--- src/rtl/core/tcsd_pkg.sv ---
// ----------------------------------------------------------------------------
// tcsd_pkg
// types, widths and codes shared by the column span and depth block
// ----------------------------------------------------------------------------
package tcsd_pkg;

   localparam int COORD_BITS      = 12;
   localparam int DEPTH_FRAC_DEF  = 16;
   localparam int ZERO_AREA_DEPTH = 2;
   localparam int DEPTH_BITS      = 32;

   localparam int DIFF_W  = COORD_BITS + 1;
   localparam int PROD_W  = 2 * DIFF_W;
   localparam int AREA_W  = PROD_W + 1;
   localparam int ZDIFF_W = DEPTH_BITS + 1;
   localparam int NUM_W   = ZDIFF_W + AREA_W + 1;
   localparam int CNT_W   = $clog2(NUM_W + 1);

   localparam logic MODE_LOAD  = 1'b0;
   localparam logic MODE_QUERY = 1'b1;

   localparam logic [1:0] SLOT_NONE = 2'd3;

   localparam logic [1:0] STATUS_OK      = 2'd0;
   localparam logic [1:0] STATUS_OUTSIDE = 2'd1;
   localparam logic [1:0] STATUS_FLAT    = 2'd2;

   localparam logic [1:0] OP_MUL       = 2'd0;
   localparam logic [1:0] OP_DIV_SHORT = 2'd1;
   localparam logic [1:0] OP_DIV_LONG  = 2'd2;

   localparam int ST_W = 5;
   localparam logic [ST_W-1:0] ST_IDLE    = 5'd0;
   localparam logic [ST_W-1:0] ST_SORT    = 5'd1;
   localparam logic [ST_W-1:0] ST_CHECK   = 5'd2;
   localparam logic [ST_W-1:0] ST_E1_MUL  = 5'd3;
   localparam logic [ST_W-1:0] ST_E1_GO   = 5'd4;
   localparam logic [ST_W-1:0] ST_E1_WAIT = 5'd5;
   localparam logic [ST_W-1:0] ST_E2_MUL  = 5'd6;
   localparam logic [ST_W-1:0] ST_E2_GO   = 5'd7;
   localparam logic [ST_W-1:0] ST_E2_WAIT = 5'd8;
   localparam logic [ST_W-1:0] ST_SPAN    = 5'd9;
   localparam logic [ST_W-1:0] ST_AREA1   = 5'd10;
   localparam logic [ST_W-1:0] ST_AREA2   = 5'd11;
   localparam logic [ST_W-1:0] ST_ACHK    = 5'd12;
   localparam logic [ST_W-1:0] ST_NA1     = 5'd13;
   localparam logic [ST_W-1:0] ST_NA2     = 5'd14;
   localparam logic [ST_W-1:0] ST_NB1     = 5'd15;
   localparam logic [ST_W-1:0] ST_NB2     = 5'd16;
   localparam logic [ST_W-1:0] ST_ZA_GO   = 5'd17;
   localparam logic [ST_W-1:0] ST_ZA_WAIT = 5'd18;
   localparam logic [ST_W-1:0] ST_ZB_GO   = 5'd19;
   localparam logic [ST_W-1:0] ST_ZB_WAIT = 5'd20;
   localparam logic [ST_W-1:0] ST_DV_GO   = 5'd21;
   localparam logic [ST_W-1:0] ST_DV_WAIT = 5'd22;
   localparam logic [ST_W-1:0] ST_EMIT    = 5'd23;

   typedef struct packed {
      logic                          mode;
      logic [1:0]                    vertex_slot;
      logic signed [COORD_BITS-1:0]  vertex_x;
      logic signed [COORD_BITS-1:0]  vertex_y;
      logic signed [DEPTH_BITS-1:0]  vertex_depth;
      logic signed [COORD_BITS-1:0]  query_x;
      logic signed [COORD_BITS-1:0]  query_y;
   } req_word_type;

   typedef struct packed {
      logic signed [COORD_BITS-1:0]  span_low;
      logic signed [COORD_BITS-1:0]  span_high;
      logic signed [DEPTH_BITS-1:0]  depth;
      logic [1:0]                    status;
   } rsp_word_type;

   typedef struct packed {
      logic signed [COORD_BITS-1:0]  x;
      logic signed [COORD_BITS-1:0]  y;
      logic signed [DEPTH_BITS-1:0]  z;
   } corner_type;

   typedef struct packed {
      logic             load;
      logic             capture;
      logic [ST_W-1:0]  step;
   } cmd_type;

   typedef struct packed {
      logic outside;
      logic vertical;
      logic below_b;
      logic b_eq_c;
      logic area_zero;
      logic unit_done;
      logic out_busy;
   } stat_type;

   function automatic logic signed [DIFF_W-1:0] coord_diff(
      input logic signed [COORD_BITS-1:0] p,
      input logic signed [COORD_BITS-1:0] q
   );
      return DIFF_W'(p) - DIFF_W'(q);
   endfunction

endpackage

--- src/rtl/core/tcsd_arith.sv ---
// ----------------------------------------------------------------------------
// tcsd_arith
// shared iterative unit: signed shift-add multiply and restoring divide,
// one bit per cycle, quotient truncated toward zero
// ----------------------------------------------------------------------------
module tcsd_arith (
   input  logic                               clock,
   input  logic                               reset,
   input  logic                               start,
   input  logic [1:0]                         op,
   input  logic signed [tcsd_pkg::NUM_W-1:0]  opa,
   input  logic signed [tcsd_pkg::AREA_W-1:0] opb,
   output logic                               done,
   output logic signed [tcsd_pkg::NUM_W-1:0]  result
);
   import tcsd_pkg::*;

   logic              busy_ff;
   logic              done_ff;
   logic              is_div_ff;
   logic              neg_ff;
   logic [CNT_W-1:0]  cnt_ff;
   logic [NUM_W-1:0]  acc_ff;
   logic [NUM_W-1:0]  mcand_ff;
   logic [AREA_W-1:0] mb_ff;
   logic [AREA_W-1:0] rem_ff;

   logic [NUM_W-1:0]  ma;
   logic [AREA_W-1:0] mbm;
   logic [AREA_W:0]   trial;
   logic              fits;

   assign ma    = opa[NUM_W-1] ? NUM_W'(-opa) : NUM_W'(opa);
   assign mbm   = opb[AREA_W-1] ? AREA_W'(-opb) : AREA_W'(opb);
   assign trial = {rem_ff, acc_ff[NUM_W-1]};
   assign fits  = trial >= {1'b0, mb_ff};

   always_ff @(posedge clock) begin
      if (reset) begin
         busy_ff <= 1'b0;
         done_ff <= 1'b0;
      end else begin
         done_ff <= 1'b0;
         if (start) begin
            busy_ff   <= 1'b1;
            neg_ff    <= opa[NUM_W-1] ^ opb[AREA_W-1];
            is_div_ff <= (op != OP_MUL);
            mb_ff     <= mbm;
            rem_ff    <= '0;
            mcand_ff  <= ma;
            unique case (op)
               OP_MUL: begin
                  acc_ff <= '0;
                  cnt_ff <= CNT_W'(AREA_W);
               end
               OP_DIV_SHORT: begin
                  acc_ff <= ma << (NUM_W - AREA_W);
                  cnt_ff <= CNT_W'(AREA_W);
               end
               default: begin
                  acc_ff <= ma;
                  cnt_ff <= CNT_W'(NUM_W);
               end
            endcase
         end else if (busy_ff) begin
            if (is_div_ff) begin
               rem_ff <= fits ? AREA_W'(trial - {1'b0, mb_ff}) : trial[AREA_W-1:0];
               acc_ff <= {acc_ff[NUM_W-2:0], fits};
            end else begin
               if (mb_ff[0]) begin
                  acc_ff <= acc_ff + mcand_ff;
               end
               mcand_ff <= mcand_ff << 1;
               mb_ff    <= mb_ff >> 1;
            end
            cnt_ff <= cnt_ff - CNT_W'(1);
            if (cnt_ff == CNT_W'(1)) begin
               busy_ff <= 1'b0;
               done_ff <= 1'b1;
            end
         end
      end
   end

   assign done   = done_ff;
   assign result = neg_ff ? -$signed(acc_ff) : $signed(acc_ff);

endmodule

--- src/rtl/core/tcsd_datapath.sv ---
// ----------------------------------------------------------------------------
// tcsd_datapath
// corner store, x ordering, coordinate multiplier, iterative unit and
// result register
// ----------------------------------------------------------------------------
module tcsd_datapath #(
   parameter int DEPTH_FRAC_BITS = tcsd_pkg::DEPTH_FRAC_DEF
) (
   input  logic                   clock,
   input  logic                   reset,
   input  tcsd_pkg::cmd_type      cmd,
   output tcsd_pkg::stat_type     stat,
   input  tcsd_pkg::req_word_type req_word,
   output logic                   rsp_valid,
   input  logic                   rsp_ready,
   output tcsd_pkg::rsp_word_type rsp_word
);
   import tcsd_pkg::*;

   localparam logic [DEPTH_BITS-1:0] DEPTH_TWO =
      DEPTH_BITS'(ZERO_AREA_DEPTH) << DEPTH_FRAC_BITS;
   localparam logic signed [NUM_W:0] SAT_HI = (NUM_W + 1)'(32'sh7fffffff);
   localparam logic signed [NUM_W:0] SAT_LO = ~SAT_HI;

   corner_type corner_ff [3];
   corner_type sa_ff, sb_ff, sc_ff;
   corner_type p0, p1, q1, q2, r0, r1;

   logic signed [COORD_BITS-1:0] qx_ff, qy_ff;
   logic signed [COORD_BITS-1:0] y1_ff, y2_ff;
   logic signed [AREA_W-1:0]     t_ff, area_ff, na_ff, nb_ff;
   logic signed [NUM_W-1:0]      num_ff;
   rsp_word_type                 res_ff, rsp_ff;
   logic                         rsp_valid_ff;

   logic signed [DIFF_W-1:0]     mul_a, mul_b;
   logic signed [PROD_W-1:0]     prod;
   logic                         unit_start;
   logic [1:0]                   unit_op;
   logic signed [NUM_W-1:0]      unit_a;
   logic signed [AREA_W-1:0]     unit_b;
   logic                         unit_done;
   logic signed [NUM_W-1:0]      unit_q;
   logic signed [ZDIFF_W-1:0]    dza, dzb;
   logic signed [DIFF_W-1:0]     ysum_a, ysum_e2;
   logic signed [NUM_W:0]        zsum;
   logic signed [COORD_BITS-1:0] vmin, vmax, lo_in, hi_in;
   logic                         emit;

   // compare-swap network, swap only on strictly greater x
   always_comb begin
      p0 = corner_ff[0];
      p1 = corner_ff[1];
      if (corner_ff[0].x > corner_ff[1].x) begin
         p0 = corner_ff[1];
         p1 = corner_ff[0];
      end
      q1 = p1;
      q2 = corner_ff[2];
      if (p1.x > corner_ff[2].x) begin
         q1 = corner_ff[2];
         q2 = p1;
      end
      r0 = p0;
      r1 = q1;
      if (p0.x > q1.x) begin
         r0 = q1;
         r1 = p0;
      end
   end

   assign stat.outside   = (qx_ff < sa_ff.x) || (qx_ff > sc_ff.x);
   assign stat.vertical  = (sa_ff.x == sc_ff.x);
   assign stat.below_b   = (qx_ff < sb_ff.x);
   assign stat.b_eq_c    = (sb_ff.x == sc_ff.x);
   assign stat.area_zero = (area_ff == '0);
   assign stat.unit_done = unit_done;
   assign stat.out_busy  = rsp_valid_ff && !rsp_ready;

   always_comb begin
      mul_a = '0;
      mul_b = '0;
      unique case (cmd.step)
         ST_E1_MUL: begin
            mul_a = coord_diff(sc_ff.y, sa_ff.y);
            mul_b = coord_diff(qx_ff, sa_ff.x);
         end
         ST_E2_MUL: begin
            if (stat.below_b) begin
               mul_a = coord_diff(sb_ff.y, sa_ff.y);
               mul_b = coord_diff(qx_ff, sa_ff.x);
            end else begin
               mul_a = coord_diff(sb_ff.y, sc_ff.y);
               mul_b = coord_diff(qx_ff, sc_ff.x);
            end
         end
         ST_AREA1: begin
            mul_a = coord_diff(sb_ff.x, sa_ff.x);
            mul_b = coord_diff(sc_ff.y, sa_ff.y);
         end
         ST_AREA2: begin
            mul_a = coord_diff(sc_ff.x, sa_ff.x);
            mul_b = coord_diff(sb_ff.y, sa_ff.y);
         end
         ST_NA1: begin
            mul_a = coord_diff(sb_ff.x, qx_ff);
            mul_b = coord_diff(sc_ff.y, qy_ff);
         end
         ST_NA2: begin
            mul_a = coord_diff(sc_ff.x, qx_ff);
            mul_b = coord_diff(sb_ff.y, qy_ff);
         end
         ST_NB1: begin
            mul_a = coord_diff(sc_ff.x, qx_ff);
            mul_b = coord_diff(sa_ff.y, qy_ff);
         end
         ST_NB2: begin
            mul_a = coord_diff(sa_ff.x, qx_ff);
            mul_b = coord_diff(sc_ff.y, qy_ff);
         end
         default: begin
            mul_a = '0;
            mul_b = '0;
         end
      endcase
   end

   assign prod = mul_a * mul_b;
   assign dza  = ZDIFF_W'(sa_ff.z) - ZDIFF_W'(sc_ff.z);
   assign dzb  = ZDIFF_W'(sb_ff.z) - ZDIFF_W'(sc_ff.z);

   always_comb begin
      unit_start = 1'b0;
      unit_op    = OP_MUL;
      unit_a     = '0;
      unit_b     = '0;
      unique case (cmd.step)
         ST_E1_GO: begin
            unit_start = 1'b1;
            unit_op    = OP_DIV_SHORT;
            unit_a     = NUM_W'(t_ff);
            unit_b     = AREA_W'(coord_diff(sc_ff.x, sa_ff.x));
         end
         ST_E2_GO: begin
            unit_start = 1'b1;
            unit_op    = OP_DIV_SHORT;
            unit_a     = NUM_W'(t_ff);
            unit_b     = stat.below_b ? AREA_W'(coord_diff(sb_ff.x, sa_ff.x))
                                      : AREA_W'(coord_diff(sb_ff.x, sc_ff.x));
         end
         ST_ZA_GO: begin
            unit_start = 1'b1;
            unit_a     = NUM_W'(dza);
            unit_b     = na_ff;
         end
         ST_ZB_GO: begin
            unit_start = 1'b1;
            unit_a     = NUM_W'(dzb);
            unit_b     = nb_ff;
         end
         ST_DV_GO: begin
            unit_start = 1'b1;
            unit_op    = OP_DIV_LONG;
            unit_a     = num_ff;
            unit_b     = area_ff;
         end
         default: begin
            unit_start = 1'b0;
         end
      endcase
   end

   tcsd_arith u_arith (
      .clock  (clock),
      .reset  (reset),
      .start  (unit_start),
      .op     (unit_op),
      .opa    (unit_a),
      .opb    (unit_b),
      .done   (unit_done),
      .result (unit_q)
   );

   assign ysum_a  = DIFF_W'(sa_ff.y) + $signed(unit_q[DIFF_W-1:0]);
   assign ysum_e2 = (stat.below_b ? DIFF_W'(sa_ff.y) : DIFF_W'(sc_ff.y))
                    + $signed(unit_q[DIFF_W-1:0]);
   assign zsum    = (NUM_W + 1)'(sc_ff.z) + (NUM_W + 1)'(unit_q);

   always_comb begin
      vmin = sa_ff.y;
      vmax = sa_ff.y;
      if (sb_ff.y < vmin) vmin = sb_ff.y;
      if (sc_ff.y < vmin) vmin = sc_ff.y;
      if (sb_ff.y > vmax) vmax = sb_ff.y;
      if (sc_ff.y > vmax) vmax = sc_ff.y;
   end

   assign lo_in = (y1_ff <= y2_ff) ? y1_ff : y2_ff;
   assign hi_in = (y1_ff <= y2_ff) ? y2_ff : y1_ff;
   assign emit  = (cmd.step == ST_EMIT) && !stat.out_busy;

   always_ff @(posedge clock) begin
      if (reset) begin
         for (int i = 0; i < 3; i++) begin
            corner_ff[i] <= '0;
         end
      end else if (cmd.load && req_word.vertex_slot != SLOT_NONE) begin
         corner_ff[req_word.vertex_slot] <= '{x: req_word.vertex_x,
                                              y: req_word.vertex_y,
                                              z: req_word.vertex_depth};
      end
   end

   always_ff @(posedge clock) begin
      if (reset) begin
         rsp_valid_ff <= 1'b0;
      end else if (emit) begin
         rsp_valid_ff <= 1'b1;
      end else if (rsp_ready) begin
         rsp_valid_ff <= 1'b0;
      end
   end

   always_ff @(posedge clock) begin
      if (cmd.capture) begin
         qx_ff <= req_word.query_x;
         qy_ff <= req_word.query_y;
      end
      if (emit) begin
         rsp_ff <= res_ff;
      end
      unique case (cmd.step)
         ST_SORT: begin
            sa_ff <= r0;
            sb_ff <= r1;
            sc_ff <= q2;
         end
         ST_CHECK: begin
            res_ff.depth <= '0;
            if (stat.outside) begin
               res_ff.span_low  <= '0;
               res_ff.span_high <= '0;
               res_ff.status    <= STATUS_OUTSIDE;
            end else begin
               res_ff.span_low  <= vmin;
               res_ff.span_high <= vmax;
               res_ff.status    <= STATUS_OK;
            end
         end
         ST_E1_MUL: t_ff <= AREA_W'(prod);
         ST_E1_WAIT: begin
            if (unit_done) y1_ff <= ysum_a[COORD_BITS-1:0];
         end
         ST_E2_MUL: begin
            t_ff  <= AREA_W'(prod);
            y2_ff <= sb_ff.y;
         end
         ST_E2_WAIT: begin
            if (unit_done) y2_ff <= ysum_e2[COORD_BITS-1:0];
         end
         ST_SPAN: begin
            res_ff.span_low  <= lo_in;
            res_ff.span_high <= hi_in;
         end
         ST_AREA1, ST_NA1, ST_NB1: t_ff <= AREA_W'(prod);
         ST_AREA2: area_ff <= t_ff - AREA_W'(prod);
         ST_NA2:   na_ff   <= t_ff - AREA_W'(prod);
         ST_NB2:   nb_ff   <= t_ff - AREA_W'(prod);
         ST_ACHK: begin
            if (stat.area_zero) begin
               res_ff.depth  <= DEPTH_TWO;
               res_ff.status <= STATUS_FLAT;
            end
         end
         ST_ZA_WAIT: begin
            if (unit_done) num_ff <= unit_q;
         end
         ST_ZB_WAIT: begin
            if (unit_done) num_ff <= num_ff + unit_q;
         end
         ST_DV_WAIT: begin
            if (unit_done) begin
               if (zsum > SAT_HI) begin
                  res_ff.depth <= SAT_HI[DEPTH_BITS-1:0];
               end else if (zsum < SAT_LO) begin
                  res_ff.depth <= SAT_LO[DEPTH_BITS-1:0];
               end else begin
                  res_ff.depth <= zsum[DEPTH_BITS-1:0];
               end
            end
         end
         default: begin
         end
      endcase
   end

   assign rsp_valid = rsp_valid_ff;
   assign rsp_word  = rsp_ff;

endmodule

--- src/rtl/core/tcsd_ctrl.sv ---
// ----------------------------------------------------------------------------
// tcsd_ctrl
// query sequencer: steps the datapath through ordering, edges, area,
// weights, depth quotient and result hand-off
// ----------------------------------------------------------------------------
module tcsd_ctrl (
   input  logic               clock,
   input  logic               reset,
   input  logic               req_valid,
   input  logic               req_mode,
   output logic               req_ready,
   input  tcsd_pkg::stat_type stat,
   output tcsd_pkg::cmd_type  cmd
);
   import tcsd_pkg::*;

   logic [ST_W-1:0] state_ff, state_in;

   always_comb begin
      state_in = state_ff;
      unique case (state_ff)
         ST_IDLE:    if (req_valid && req_mode == MODE_QUERY) state_in = ST_SORT;
         ST_SORT:    state_in = ST_CHECK;
         ST_CHECK: begin
            priority if (stat.outside) state_in = ST_EMIT;
            else if (stat.vertical)    state_in = ST_AREA1;
            else                       state_in = ST_E1_MUL;
         end
         ST_E1_MUL:  state_in = ST_E1_GO;
         ST_E1_GO:   state_in = ST_E1_WAIT;
         ST_E1_WAIT: if (stat.unit_done) state_in = ST_E2_MUL;
         ST_E2_MUL:  state_in = (!stat.below_b && stat.b_eq_c) ? ST_SPAN : ST_E2_GO;
         ST_E2_GO:   state_in = ST_E2_WAIT;
         ST_E2_WAIT: if (stat.unit_done) state_in = ST_SPAN;
         ST_SPAN:    state_in = ST_AREA1;
         ST_AREA1:   state_in = ST_AREA2;
         ST_AREA2:   state_in = ST_ACHK;
         ST_ACHK:    state_in = stat.area_zero ? ST_EMIT : ST_NA1;
         ST_NA1:     state_in = ST_NA2;
         ST_NA2:     state_in = ST_NB1;
         ST_NB1:     state_in = ST_NB2;
         ST_NB2:     state_in = ST_ZA_GO;
         ST_ZA_GO:   state_in = ST_ZA_WAIT;
         ST_ZA_WAIT: if (stat.unit_done) state_in = ST_ZB_GO;
         ST_ZB_GO:   state_in = ST_ZB_WAIT;
         ST_ZB_WAIT: if (stat.unit_done) state_in = ST_DV_GO;
         ST_DV_GO:   state_in = ST_DV_WAIT;
         ST_DV_WAIT: if (stat.unit_done) state_in = ST_EMIT;
         ST_EMIT:    if (!stat.out_busy) state_in = ST_IDLE;
         default:    state_in = ST_IDLE;
      endcase
   end

   always_ff @(posedge clock) begin
      if (reset) begin
         state_ff <= ST_IDLE;
      end else begin
         state_ff <= state_in;
      end
   end

   assign req_ready   = (state_ff == ST_IDLE);
   assign cmd.load    = req_ready && req_valid && req_mode == MODE_LOAD;
   assign cmd.capture = req_ready && req_valid && req_mode == MODE_QUERY;
   assign cmd.step    = state_ff;

endmodule

--- src/rtl/core/triangle_column_span_and_depth.sv ---
// load word: taken while the sequencer is idle, no result word
// query word: edges, area and depth computed on the shared one-bit-per-cycle
// multiply/divide unit; one query in flight, next word can be taken in the cycle after hand-off
// reset: synchronous active high, clears corners to zero, sequencer to idle
// and the result register to empty
// ----------------------------------------------------------------------------
// triangle_column_span_and_depth
// column span and interpolated depth of one stored screen triangle
// ----------------------------------------------------------------------------
module triangle_column_span_and_depth #(
   parameter int DEPTH_FRAC_BITS = tcsd_pkg::DEPTH_FRAC_DEF
) (
   input  logic                   clock,
   input  logic                   reset,
   input  logic                   req_valid,
   output logic                   req_ready,
   input  tcsd_pkg::req_word_type req_word,
   output logic                   rsp_valid,
   input  logic                   rsp_ready,
   output tcsd_pkg::rsp_word_type rsp_word
);
   import tcsd_pkg::*;

   cmd_type  cmd;
   stat_type stat;

   tcsd_ctrl u_ctrl (
      .clock     (clock),
      .reset     (reset),
      .req_valid (req_valid),
      .req_mode  (req_word.mode),
      .req_ready (req_ready),
      .stat      (stat),
      .cmd       (cmd)
   );

   tcsd_datapath #(
      .DEPTH_FRAC_BITS (DEPTH_FRAC_BITS)
   ) u_datapath (
      .clock     (clock),
      .reset     (reset),
      .cmd       (cmd),
      .stat      (stat),
      .req_word  (req_word),
      .rsp_valid (rsp_valid),
      .rsp_ready (rsp_ready),
      .rsp_word  (rsp_word)
   );

endmodule

--- config.mk ---
export PLATFORM = sky130hd
export DESIGN_NAME = triangle_column_span_and_depth
export DESIGN_NICKNAME = d
export VERILOG_FILES = /design/src/rtl/core/tcsd_pkg.sv /design/src/rtl/core/tcsd_arith.sv /design/src/rtl/core/tcsd_datapath.sv /design/src/rtl/core/tcsd_ctrl.sv /design/src/rtl/core/triangle_column_span_and_depth.sv
export SDC_FILE = /design/constraint.sdc
export NUM_CORES = 2
export LEC_CHECK = 0
export BUFFER_PORTS_ARGS = -buffer_cell sky130_fd_sc_hd__buf_2
export CORE_UTILIZATION = 28
export CTS_CLUSTER_DIAMETER = 80
export DETAILED_ROUTE_END_ITERATION = 6
export PLACE_DENSITY_LB_ADDON = 0.08
export SYNTH_ARGS = -nofsm -noshare
export SYNTH_HDL_FRONTEND = slang
export SYNTH_SLANG_ARGS = --single-unit
export TNS_END_PERCENT = 5
--- constraint.sdc ---
create_clock -name clock -period 12.2 [get_ports clock]
set_input_delay 3.66 -clock clock [delete_from_list [all_inputs] [get_ports clock]]
set_output_delay 3.66 -clock clock [all_outputs]
set_load 0.02 [all_outputs]
==> impl_results.md <==
* Worst Hold End: u_datapath.rsp_word[13]
* Main combinational cell family by area after synthesis: compound AO/OA/AOI/OAI gates
* Mapped Area at between 70000 and 80000 um2
* Final WS setup at between 0.6 and 0.7 ns
* Failing checks: design-rule violations
* Slew headroom at 0.174
* Fmax at ~0.086 GHz
* WHS Path Cells at 0
* Clock root cell: clkbuf_16
* Routed length per instance at around 25 um
* FF-to-FF path depth at 49
* CP Capture Type: register
* Ports at 147
* Initial antenna violation count at 14
* Post-place setup slack at roughly 0.11 ns
* Warnings from Yosys at 0
* Max VDD drop at 0.161 mV
* Sequential area share after synthesis at 0.352
* Ys flop type: edfxtp_1
* First-pass DRT Iterations at 7
* H-Tree Depth at 3
* EDFF count, synth at between 800 and 900
* Commonest cells after routing, fill and taps aside: edfxtp_1 (852), nand2_1 (736), nor2_1 (659)
* CTS max path bufs at 3
* Full die area at 263000 um2
* Core Box Area at around 260000 um2
* Layout area overhead at 13.3%
* Mapped Cells at about 8000
* Post-route DRC at 4
* Post-Syn Area per Cell at around 9.2 um2
* P per Cell Area at 262 nW/um2
* Slowest-stage cell, CP: fa_1
* CP max stage delay at ~0.58 ns
* DR top layer: met5
* Status: finished with violations
* Fraction of registers with async set or reset after synthesis at 0
* Pin count of the biggest net entering global routing at between 70 and 80
* Hold path start: u_datapath.res_ff[13]
* Final WL at around 290000 um
* Iter 0 DRT Violations at approximately 4600
* R2r setup slk at between 0.6 and 0.7 ns
* Die width at 513 um
* Period utilization at 0.951
* Met3 WL at 10800 um
* Least-Margin Pin Slew at approximately 1.2 ns
* Placed Area at around 80000 um2
* Buffers on Ports at 146
* Vias per cell at approximately 5.3
* Worst EP arrival at roughly 12 ns
* Critical path type: register to register
* Final hold violation count at 0
* Most used cell, CP: fa_1
* Met2 wire length at ~140000 um
* CTS Buf Count at 115
* Row cnt at 187
* Fin. max-slew vios at 0
* Crit-path max FO at 10
* Syn Nets at about 9000
* Global route overflow at 0
* Flops & latches, synth at 860
* DRT met1 WL at 128000 um
* Routability Congestion at ~0.92
* Synth Area in Compound Gates at 0.201
* Number of routed nets with antenna violations at 0
* Worst path required time at between 10 and 15 ns
* Vias at between 60000 and 70000
* Crit path time final at between 10 and 15 ns
* Die height at slightly above 500 um
* Ratio of cells with drive above 1 in the final layout at 0.0845
* Clock-pin slew on the worst setup and hold paths at 0.06 ns
* R2R Path End: u_datapath.na_ff[26]
* Fin nets at around 8900
* Post-synthesis mux area share at 0.0314
* Hold Path Class: register to register
* Skew final at 0.0787 ns
* Endpoints failing setup at 0
* Post-synthesis cell type count at 105
* Post-synthesis xor/xnor area fraction at 0.0573
* Power Total at about 22 mW
* Initial Util at 0.282
* Most common cell after layout, fill and taps aside: edfxtp_1
* Reg2Reg Launch Point: u_ctrl.state_ff[4]
* CTS tree: built
* Simple-Gate Fraction of Synth Area at 0.160
* Adder-Cell Fraction of Synth Area at 0.151
* Vias in the first global route at around 60000
* First-pass GRT wire length at roughly 420000 um
* Max_cap viols at 0
* Worst skew pair latency at just over 0.8 ns
* Final HPWL DP at ~230000 um
* Leak at approximately 34 nW
* CTS sink cnt at 860
* Overall Global Routing Usage at 0.216
* Final Cell Area at between 80000 and 90000 um2
* Startpoint types: register
-- area by class of cell --
| cell class | count | area (um2) |
|---|---|---|
| Clock buffer | 133 | 2970 |
| Clock inverter | 80 | 1140 |
| Fill cell | 27100 | 177000 |
| Inverter | 579 | 2170 |
| Tap cell | 3402 | 4260 |
| Timing Repair Buffer | 349 | 2290 |
| Multi-Input combinational cell | 6180 | 44300 |
| Sequential cell | 860 | 25700 |
| Antenna cell | 15 | 37.5 |
-- state kept, by name, indices dropped and copies added, names as in the netlist, 26 cells and up --
signal and cells:
u_datapath.corner_ff 168, u_datapath.num_ff 61, u_datapath.u_arith.acc_ff 61, u_datapath.u_arith.mcand_ff 61
u_datapath.res_ff 58, u_datapath.rsp_word 58, u_datapath.sa_ff 56, u_datapath.sb_ff 56
u_datapath.sc_ff 56, u_datapath.area_ff 27, u_datapath.na_ff 27, u_datapath.nb_ff 27
u_datapath.u_arith.mb_ff 27, u_datapath.u_arith.rem_ff 27, u_datapath.t_ff 26
-- what timing repair did --
| item | 4_1_cts | 5_1_grt |
|---|---|---|
| endpoints found under the setup margin | 0 | 18 |
| hold buffers | 0 | 0 |
| buffers inserted | 0 | 3 |
| resized for setup | 0 | 38 |
-- critical path: cells and delay by family (launching register included) --
| family | cells | cell delay [ns] |
|---|---|---|
| flops | 1 | 0.39 |
| fa+ha+maj | 10 | 4.50 |
| simple gates | 6 | 1.05 |
| compound gates | 23 | 4.23 |
| buf+inv | 8 | 0.77 |
| xor+xnor | 2 | 0.37 |
-- per-stage QoR --
stage / utilization / instances / hold slack (ns) / setup TNS [ns]
finish: 0.319 / 11600 / 0.394 / 0
global route: 0.319 / 11600 / 0.390 / -0.0594
CTS: 0.318 / 11600 / 0.390 / 0
detailed placement: 0.303 / 11400 / 0.405 / 0
global placement: 0.303 / 11400 / 0.404 / 0
floorplan: - / 7950 / 0.400 / 0
-- worst max-delay path by stage --
stage / start / to / slack (ns) / cells after the start
finish: u_ctrl.state_ff[4] / u_datapath.na_ff[26] / 0.60 / 49
global route: u_ctrl.state_ff[4] / u_datapath.na_ff[26] / -0.02 / 50
CTS: u_ctrl.state_ff[0] / u_datapath.area_ff[25] / 0.04 / 51
detailed placement: u_ctrl.state_ff[0] / u_datapath.na_ff[25] / 0.11 / 51
global placement: u_ctrl.state_ff[0] / u_datapath.na_ff[25] / 0.09 / 51
floorplan: u_ctrl.state_ff[4] / u_datapath.area_ff[25] / 0.44 / 51
-- synth_stat cells, drive strengths merged (99+ instances only) --
library cell	number	area [um2]
a21o	250	1880
a21oi	594	2970
and2	237	1480
clkbuf	271	1020
edfxtp	852	25600
fa	183	3660
ha	590	7380
inv	578	2170
mux2i	192	1920
nand2	739	2770
nand3	123	616
nand4	99	632
nor2	672	2520
nor2b	99	619
nor3	120	611
o21ai	464	2330
o22ai	109	682
xnor2	316	2770
xor2	163	1430
-- routing by layer --
metal,global-route usage,vias up
li1,-,29300
met3,0.0231,290
met2,0.384,1354
met5,0,-
met4,0.0559,6
met1,0.276,30300
-- power by group --
group | leakage [nW] | internal (mW) | total (mW) | switching (mW)
Sequential | 8.07 | 4.27 | 4.81 | 0.542
Clock | 1.97 | 2.24 | 3.72 | 1.48
Combinational | 24.1 | 4.66 | 13.2 | 8.53
Total | 34.1 | 11.2 | 21.7 | 10.6
-- logic make-up (layout without fill, tap and decap cells) --
| group | count (synthesis) | after routing |
|---|---|---|
| AND/OR/NAND/NOR | 2441 | 2441 |
| flip-flops | 860 | 860 |
| multiplexers | 225 | 225 |
| AO/OA/AOI/OAI | 2259 | 2259 |
| adder cells (fa/ha/maj) | 776 | 776 |
| other | 0 | 15 |
| buffers and inverters | 910 | 1141 |
| XOR/XNOR | 479 | 479 |
Power figures use the tool's default switching activity.
